## src/rtl/ndtag_pkg.sv

```systemverilog
package ndtag_pkg;

   localparam int REG_W           = 13;
   localparam int IDX_W           = 48;
   localparam int NUM_REGS        = 4;
   localparam int CSR_ADDR_W      = 3;
   localparam int MAX_DIMS_DEF    = 4;
   localparam int EXTENT_BITS_DEF = 12;

   localparam logic [CSR_ADDR_W-1:0] CSR_EXTENT_DIM0 = 3'd0;
   localparam logic [CSR_ADDR_W-1:0] CSR_EXTENT_DIM1 = 3'd1;
   localparam logic [CSR_ADDR_W-1:0] CSR_EXTENT_DIM2 = 3'd2;
   localparam logic [CSR_ADDR_W-1:0] CSR_EXTENT_DIM3 = 3'd3;

   localparam logic [REG_W-1:0] EXTENT_RESET = 13'd1;

   typedef struct packed {
      logic [IDX_W-1:0] read_index;
      logic [IDX_W-1:0] write_index;
      logic             last;
   } rsp_type;

endpackage

```

## src/rtl/ndtag_skid.sv

```systemverilog
module ndtag_skid (
   input  logic               clock,
   input  logic               reset,
   input  logic               push,
   input  ndtag_pkg::rsp_type din,
   input  logic               rsp_stall,
   output logic               rsp_valid,
   output ndtag_pkg::rsp_type dout,
   output logic               full
);

   ndtag_pkg::rsp_type main_ff;
   ndtag_pkg::rsp_type main_in;
   ndtag_pkg::rsp_type skid_ff;
   ndtag_pkg::rsp_type skid_in;
   logic               main_valid_ff;
   logic               main_valid_in;
   logic               skid_valid_ff;
   logic               skid_valid_in;
   logic               take;

   assign take = main_valid_ff & ~rsp_stall;

   always_comb begin
      main_in       = main_ff;
      skid_in       = skid_ff;
      main_valid_in = main_valid_ff;
      skid_valid_in = skid_valid_ff;
      if (skid_valid_ff) begin
         if (take) begin
            main_in       = skid_ff;
            skid_valid_in = 1'b0;
         end
      end else if (push) begin
         if (!main_valid_ff || take) begin
            main_in       = din;
            main_valid_in = 1'b1;
         end else begin
            skid_in       = din;
            skid_valid_in = 1'b1;
         end
      end else if (take) begin
         main_valid_in = 1'b0;
      end
   end

   always_ff @(posedge clock) begin
      if (reset) begin
         main_valid_ff <= 1'b0;
         skid_valid_ff <= 1'b0;
      end else begin
         main_valid_ff <= main_valid_in;
         skid_valid_ff <= skid_valid_in;
      end
      main_ff <= main_in;
      skid_ff <= skid_in;
   end

   assign rsp_valid = main_valid_ff;
   assign dout      = main_ff;
   assign full      = skid_valid_ff;

endmodule

```

## config.mk

```make
export PLATFORM = sky130hd
export DESIGN_NAME = ndtag_skid
export DESIGN_NICKNAME = d
export VERILOG_FILES = /design/src/rtl/ndtag_pkg.sv /design/src/rtl/ndtag_skid.sv
export SDC_FILE = /design/constraint.sdc
export NUM_CORES = 1
export LEC_CHECK = 0
export BUFFER_PORTS_ARGS = -buffer_cell sky130_fd_sc_hd__buf_2
export CORE_ASPECT_RATIO = 0.5
export CORE_UTILIZATION = 47
export CTS_BUF_LIST = sky130_fd_sc_hd__clkbuf_8 sky130_fd_sc_hd__clkbuf_16
export CTS_CLUSTER_SIZE = 40
export DETAILED_ROUTE_END_ITERATION = 6
export GPL_TIMING_DRIVEN = 0
export PLACE_DENSITY = 0.75
export SKIP_CTS_REPAIR_TIMING = 1
export SYNTH_ARGS = -nofsm -noshare
export SYNTH_HDL_FRONTEND = slang
export SYNTH_SLANG_ARGS = --single-unit
```

## constraint.sdc

```tcl
create_clock -name clock -period 6.99 [get_ports clock]
set_clock_uncertainty 0.05 [all_clocks]
set_input_delay 1.398 -clock clock [delete_from_list [all_inputs] [get_ports clock]]
set_output_delay 1.398 -clock clock [all_outputs]
set_load 0.005 [all_outputs]
```

==> flow_summary.toml, run 1 <==
[detailed_routing]
vias = 3601
drc = 0
vias_per_cell = 4.770
wl_per_cell_um = 17.34
drtPass1Iterations = 4
postRouteAntennaNets = 0
drt_wl_total_um = 13090
dr.first_iter.drc_count = 183

[placement]
place_congestion = 0.7330
dpl.hpwl_um = 9299
port_buffers = 199
dpl_cell_area_um2 = 8941

[die]
rows = 32
die_y_um = 91.54
die_x_um = 181.1
dieArea_um2 = 16580
start_util = 0.4851
core_area_um2 = 15530
io_pins = 200

[timing]
min_period_over_period = 0.4203
rsz0062_at_grt = "false"
maxSlewViolCount = 0
fmaxAchievable_ghz = 0.3404
worst_pin_slew_ps = 964.0
hold_viol_final = 0
max_slew_margin = 0.3557
min_period_ps = 2938
setup_violations = 0
tns_ps = 0

[pwr]
p_clk_frac = 0.360
ir_worst_vdd_mv = 0.1745
swShare = 0.2220
internal_power_mw = 1.970
p_per_area_nw_per_um2 = 266.8
power_switching_uw = 562.2
seqPwrFrac = 0.547
total_power_mw = 2.532
p_leak_nw = 3.710
p_comb_frac = 0.094

[clock_network]
cts-buffers-inserted = 17
clk_pin_slew_worst_paths_ps = 70
cts_tree = "done"
clkLatencyLatePin_ps = 420
cts_buffer_depth = 2
cts_root_buf = "clkbuf_16"
htree_levels = 4
cts.sinks = 196

[synthesis]
yosysSeqAreaShare = 0.7783
yosysTopAreaCellShare = 0.7730
synth_cell_type_count = 15
synth_largest_area_cell = "edfxtp_1"
syn_avg_cell_area_um2 = 24.00
syn_inst = 314
synth-seq-cells = 196
synth_area_leaders = "edfxtp_1, mux2_4, buf_12"
syn_area_um2 = 7536
ys_warn_count = 0
synth.net_count = 415

[run]
cap_violations = 0

[setup_path]
start_kind = "input pin"
crit_type = "input pin to flip-flop"
cp_cell_sequence = "buf_2, nand2b_1, a21boi_4, buf_12, buf_12"
endpoint_kind = "flip-flop"
cp_common_cell = "buf_12"
required_ps = 7050
cp.arrival_ps = 2990
cpPeakStageDelay_ps = 810
crit_fanout = 29
cp_slowest_cell = "a21boi_4"

[grt]
grt_start_max_net_pins = 33
grt_pass1_wl_um = 20240
grt_use_total = 0.1633
grt_pass1_vias = 3806
antenna_found_initial = 0
grt-ovfl-total = 0

[worst_hold_path]
hold_class = "flip-flop to flip-flop"

[cells_and_area]
drive_gt1_frac = 0.6298
num_antenna_cells = 0
final_util = 0.6108
final_area_um2 = 9489
areaGrowthSynthToFinish_pct = 25.92
fin_nets = 639

[outcome]
status = "finished clean"
==> worst max-delay path, delay by kind of cell <==
kind,cells,cell delay [ps]
and+or+nand+nor,1,160
AOI/OAI and AO/OA,1,810
buffers and inverters,3,610
==> sequential cells by signal, summed over array words and instances, names as in the netlist <==
signal,cells
dout,97
full,1
skid_ff,97
rsp_valid,1
==> Yosys cell counts, drive strengths merged <==
master and n:
nor2 1, edfxtp 194, nand2 2, buf 11, a21oi 2, nor3 1
o21ai 1, nor2b 1, dfxtp 2, nand2b 1, mux2 97, a21boi 1
==> cells in the final DEF (no fill, tap or decap), types with 2 or more instances in the layout <==
| cell | n |
|---|---|
| buf_12 | 13 |
| inv_6 | 5 |
| clkinv_2 | 2 |
| clkbuf_16 | 17 |
| nand2_1 | 2 |
| edfxtp_1 | 194 |
| mux2_2 | 10 |
| dfxtp_1 | 2 |
| buf_2 | 200 |
| inv_8 | 2 |
| mux2_4 | 87 |
| a21oi_1 | 2 |
| buf_16 | 2 |
| clkinv_4 | 4 |
==> worst paths after layout <==
path,start,to,slack [ps],depth (start not counted)
worst max-delay path,push,dout[59],4050,5
worst min-delay path,rsp_valid,rsp_valid,490,2
worst max register to register,full,dout[59],4440,6
worst min register to register,rsp_valid,rsp_valid,490,2
==> logic make-up (layout without fill, tap and decap cells) <==
logic type / after synthesis / after routing / share of synthesized area
mux: 97 / 97 / 0.1883
simple gates: 6 / 6 / 0.003819
buf+inv: 11 / 248 / 0.02607
flops: 196 / 196 / 0.7784
compound gates: 4 / 4 / 0.003487
==> stage by stage <==
step | instances | hold slack, ps | setup slack [ps]
2_1_floorplan | 314 | 448.1 | 283.4
3_3_place_gp | 717 | 447.3 | -2054
3_5_place_dp | 723 | 480.1 | 3605
4_1_cts | 755 | 485.9 | 4049
5_1_grt | 755 | 502.9 | 3953
6_report | 755 | 491.6 | 4052
==> power groups by stage <==
stage	clock network [mW]	registers, mW	logic [mW]
2_1_floorplan	0	1.43	0.116
4_1_cts	0.938	1.38	0.242
6_report	0.911	1.38	0.237
3_3_place_gp	0	1.42	0.222
3_5_place_dp	0	1.41	0.241
5_1_grt	0.984	1.39	0.255
==> area by class of cell <==
class	count	area, um^2
Buffer	11	196.4
Sequential cell	196	5866
Fill cell	1153	6046
Tap cell	204	255.2
Clock inverter	15	122.6
Multi-Input combinational cell	107	1493
Clock buffer	17	425.4
Timing Repair Buffer	205	1131
==> per-layer routing <==
metal  global-route usage  vias up  share of wire  routed length (um)
met4              0.04873        0         0.0092                 121
met3              0.04854        9          0.042                 555
met1               0.1933     1807           0.42                5533
met5                    0        -              0                   0
li1                     -     1709              -                   -
met2               0.2889       76           0.53                6878
No activity file was read; power rests on OpenSTA's default activity.
==> run 2: changes to the inputs <==
CORE_UTILIZATION = 49   (was 47)
clock period = 2.9 ns   (was 6.99 ns; I/O delays follow)
==> flow_summary.toml, run 2 (same netlist as run 1, synthesis figures left out) <==
[setup_path]
required_ps = 2960
cpPeakStageDelay_ps = 670
critPathBufInv = 3
cp_common_cell = "buf_12"
reg2reg_depth = 5
worstReg2RegStart = "full"
endpoint_kind = "flip-flop"
path_depth = 5
r2r_end = "skid_ff[52]"
cp_cell_sequence = "buf_12, nand2b_1, nor2_4, buf_12, buf_12"
startpoint = "full"
cp.arrival_ps = 2340
cp_slowest_cell = "nor2_4"
crit_type = "flip-flop to flip-flop"
reg2reg_slack_ps = 620
critical_path.top_delay_family = "simple AND/OR/NAND/NOR gates"
crit_end = "skid_ff[52]"
start_kind = "flip-flop"
crit_fanout = 26

[clock_network]
cts-buffers-inserted = 17
cts.sinks = 196
cts_root_buf = "clkbuf_16"
htree_levels = 4
cts_tree = "done"
clkLatencyLatePin_ps = 420
clk_pin_slew_worst_paths_ps = 70
cts_buffer_depth = 2

[die]
die_y_um = 89.69
io_pins = 200
core_area_um2 = 14740
die_x_um = 177.4
rows = 31
start_util = 0.5113
dieArea_um2 = 15910

[placement]
dpl.hpwl_um = 9032
port_buffers = 199
place_congestion = 0.7295

[detailed_routing]
vias = 3582
drtPass1Iterations = 4
drt_wl_total_um = 12910
vias_per_cell = 4.776
wl_per_cell_um = 17.21
postRouteAntennaNets = 0
dr.first_iter.drc_count = 235
drc = 0

[grt]
grt_pass1_vias = 3602
grt-ovfl-total = 0
grt_start_max_net_pins = 27
antenna_found_initial = 1
grt_pass1_wl_um = 19040
grt_use_total = 0.1638

[pwr]
ir_worst_vdd_mv = 0.3998
total_power_mw = 6.158
swShare = 0.2155
seqPwrFrac = 0.542
p_comb_frac = 0.095
p_clk_frac = 0.363
p_per_area_nw_per_um2 = 644.8
p_leak_nw = 3.742
power_switching_mw = 1.327
internal_power_mw = 4.831

[cells_and_area]
num_antenna_cells = 0
areaGrowthSynthToFinish_pct = 26.73
mostFrequentLayoutCell = "buf_2"
fin_nets = 640
final_cell_mix = "buf_2, edfxtp_1, mux2_4"
drive_gt1_frac = 0.6304

[timing]
min_period_ps = 2282
fmaxAchievable_ghz = 0.4382
rsz0062_at_grt = "false"
whs_ps = 277.5
max_slew_margin = 0.4490
maxSlewViolCount = 0
hold_viol_final = 0
tns_ps = 0
setup_violations = 0
min_period_over_period = 0.7870
worst_pin_slew_ps = 824.5

[worst_hold_path]
hold_class = "input pin to flip-flop"

[outcome]
status = "finished clean"

[run]
cap_violations = 0
==> run 2: cell types whose count changed in the layout (fill, tap and decap cells not counted), sizes merged <==
cell / before / now
clkinv: 6 / 1
clkinvlp: 1 / 4
bufinv: 0 / 1
buf: 216 / 217
inv: 8 / 9
==> run 2: final cells by class <==
class	instances	area (um^2)
Fill cell	1032	5189
Buffer	11	205.2
Sequential cell	196	5867
Clock inverter	15	131.4
Timing Repair Buffer	206	1174
Clock buffer	17	425.4
Tap cell	198	247.7
Multi-Input combinational cell	107	1500
==> run 2: per-layer routing <==
metal / track usage / vias up / part of all wire
li1: - / 1711 / -
met1: 0.1959 / 1768 / 0.42
met2: 0.2791 / 87 / 0.51
met3: 0.05766 / 16 / 0.050
met4: 0.06138 / 0 / 0.017
met5: 0 / - / 0
==> run 2: metrics by stage <==
step	std cells	area [um^2]	setup slack [ps]	util
3_3_place_gp	711	8816	-760.9	0.5981
4_1_cts	750	9550	563.5	0.6480
5_1_grt	750	9550	477.4	0.6480
6_report	750	9550	617.7	0.6480
2_1_floorplan	314	7572	6.312	-
3_5_place_dp	718	8994	501.4	0.6102
==> run 2: power by group through the flow <==
| stage | Combinational (mW) | Sequential (mW) | Clock [mW] |
|---|---|---|---|
| after floorplan | 0.285 | 3.42 | 0 |
| after global placement | 0.539 | 3.41 | 0 |
| after detailed placement | 0.598 | 3.40 | 0 |
| after CTS | 0.599 | 3.34 | 2.29 |
| after global routing | 0.633 | 3.35 | 2.42 |
| final | 0.588 | 3.34 | 2.23 |
==> run 2: worst register-to-register path: stages, from the launching register on <==
cell	delay, ps
dfxtp_2	340
buf_12	160
nand2b_1	250
nor2_4	670
buf_12	280
buf_12	210
==> run 2: worst min-delay path by stage <==
stage	cells past startpoint	from	end	slack (ps)
floorplan	1	skid_ff[0]	dout[0]	470
global placement	1	skid_ff[92]	dout[92]	480
detailed placement	1	skid_ff[3]	dout[3]	480
CTS	2	reset	full	250
global route	2	reset	full	240
finish	2	reset	rsp_valid	280
==> run 3: changes to the inputs <==
clock period = 2.1 ns   (was 2.9 ns; I/O delays follow)
==> flow_summary.toml, run 3 (same netlist as run 1, synthesis figures left out) <==
[outcome]
status = "finished clean"

[cells_and_area]
drive_gt1_frac = 0.6398
fin_nets = 647
final_cell_mix = "buf_2, edfxtp_1, mux2_4"
areaGrowthSynthToFinish_pct = 27.56
mostFrequentLayoutCell = "buf_2"
final_area_um2 = 9613

[clock_network]
clkLatencyLatePin_ps = 410
cts-buffers-inserted = 17
cts_buffer_depth = 2
cts_root_buf = "clkbuf_16"
clk_pin_slew_worst_paths_ps = 70
htree_levels = 4
cts.sinks = 196
cts_tree = "done"

[detailed_routing]
drt_wl_total_um = 13400
wl_per_cell_um = 17.68
vias_per_cell = 4.835
postRouteAntennaNets = 0
vias = 3665
drc = 0
dr.first_iter.drc_count = 210
drtPass1Iterations = 4

[grt]
grt-ovfl-total = 0
grt_start_max_net_pins = 30
globalRouteMet1Util = 0.1979
grt_pass1_vias = 3662
antenna_found_initial = 2
met2_usage = 0.2898
globalRouteMet3Util = 0.03830
grt_use_total = 0.1644
top_usage_layer = "met2"
grt_pass1_wl_um = 19370

[timing]
min_period_over_period = 0.9576
hold_viol_final = 0
max_slew_margin = 0.5968
tns_ps = 0
fmaxAchievable_ghz = 0.4973
worst_pin_slew_ps = 604.2
maxSlewViolCount = 0
setup_violations = 0
min_period_ps = 2011

[setup_path]
start_kind = "flip-flop"
crit_fanout = 29
crit_type = "flip-flop to flip-flop"
required_ps = 2160
cp.arrival_ps = 2070
endpoint_kind = "flip-flop"

[die]
start_util = 0.5113
core_area_um2 = 14740
die_x_um = 177.4
rows = 31
die_y_um = 89.69
io_pins = 200
dieArea_um2 = 15910

[placement]
place_congestion = 0.7462
port_buffers = 199
dpl.hpwl_um = 9322
dpl_cell_area_um2 = 8961

[worst_hold_path]
hold_class = "input pin to flip-flop"

[pwr]
p_leak_nw = 3.771
ir_worst_vdd_mv = 0.5121
p_per_area_nw_per_um2 = 903.4

[run]
cap_violations = 0
==> run 3: cell count changes in the layout (fill, tap and decap cells not counted), moves of 2 or more <==
cell | previous run | this run
clkinvlp_4 | 4 | 2
buf_16 | 5 | 1
buf_12 | 12 | 15
buf_4 | 0 | 6
diode_2 | 0 | 2
inv_1 | 3 | 0
clkinv_4 | 0 | 2
==> run 3: where the power goes <==
group / internal, mW / total (mW) / switching (mW)
Clock: 1.79 / 3.26 / 1.47
Combinational: 0.463 / 0.817 / 0.354
Sequential: 4.56 / 4.61 / 0.0494
Total: 6.81 / 8.68 / 1.87
==> run 3: critical path, stage by stage (launching register included) <==
cell and delay (ps):
dfxtp_2 350, buf_12 170, nand2b_2 270, a21boi_4 240, buf_8 190, buf_12 210, buf_12 220
==> run 3: cell type report <==
type                       instances  area [um^2]
timing repair buffer             212         1184
multi-input combinational        108         1509
antenna                            2        5.005
buffer                            11        205.2
fill                            1035         5126
clock inverter                    14        170.2
tap                              198        247.7
clock buffer                      17        425.4
sequential                       196         5867
==> run 3: per-stage QoR <==
| step | hold slack, ps | setup WS [ps] | util | instances | total power [mW] |
|---|---|---|---|---|---|
| floorplan | 439.1 | -793.7 | - | 314 | 5.124 |
| global placement | 479.5 | -1685 | 0.5983 | 711 | 5.453 |
| detailed placement | 484.1 | -363.9 | 0.6080 | 718 | 5.510 |
| CTS | 113.2 | -350.4 | 0.6484 | 749 | 8.767 |
| global route | 118.9 | -3.205 | 0.6520 | 757 | 8.989 |
| finish | 133.7 | 89.00 | 0.6522 | 758 | 8.684 |
==> run 3: worst paths after layout <==
kind          startpoint        end  slack (ps)  depth (start not counted)
max reg2reg         full   dout[28]          90                          6
min                reset  rsp_valid         130                          2
min reg2reg  skid_ff[76]   dout[76]         500                          1
max                 full   dout[28]          90                          6
==> run 3: layer usage <==
metal,part of all wire,wire length (um),vias to the layer above
met4,0.0096,129,2
met2,0.53,7143,86
met3,0.042,558,14
met1,0.41,5553,1834
li1,-,-,1729
met5,0.00097,13,-
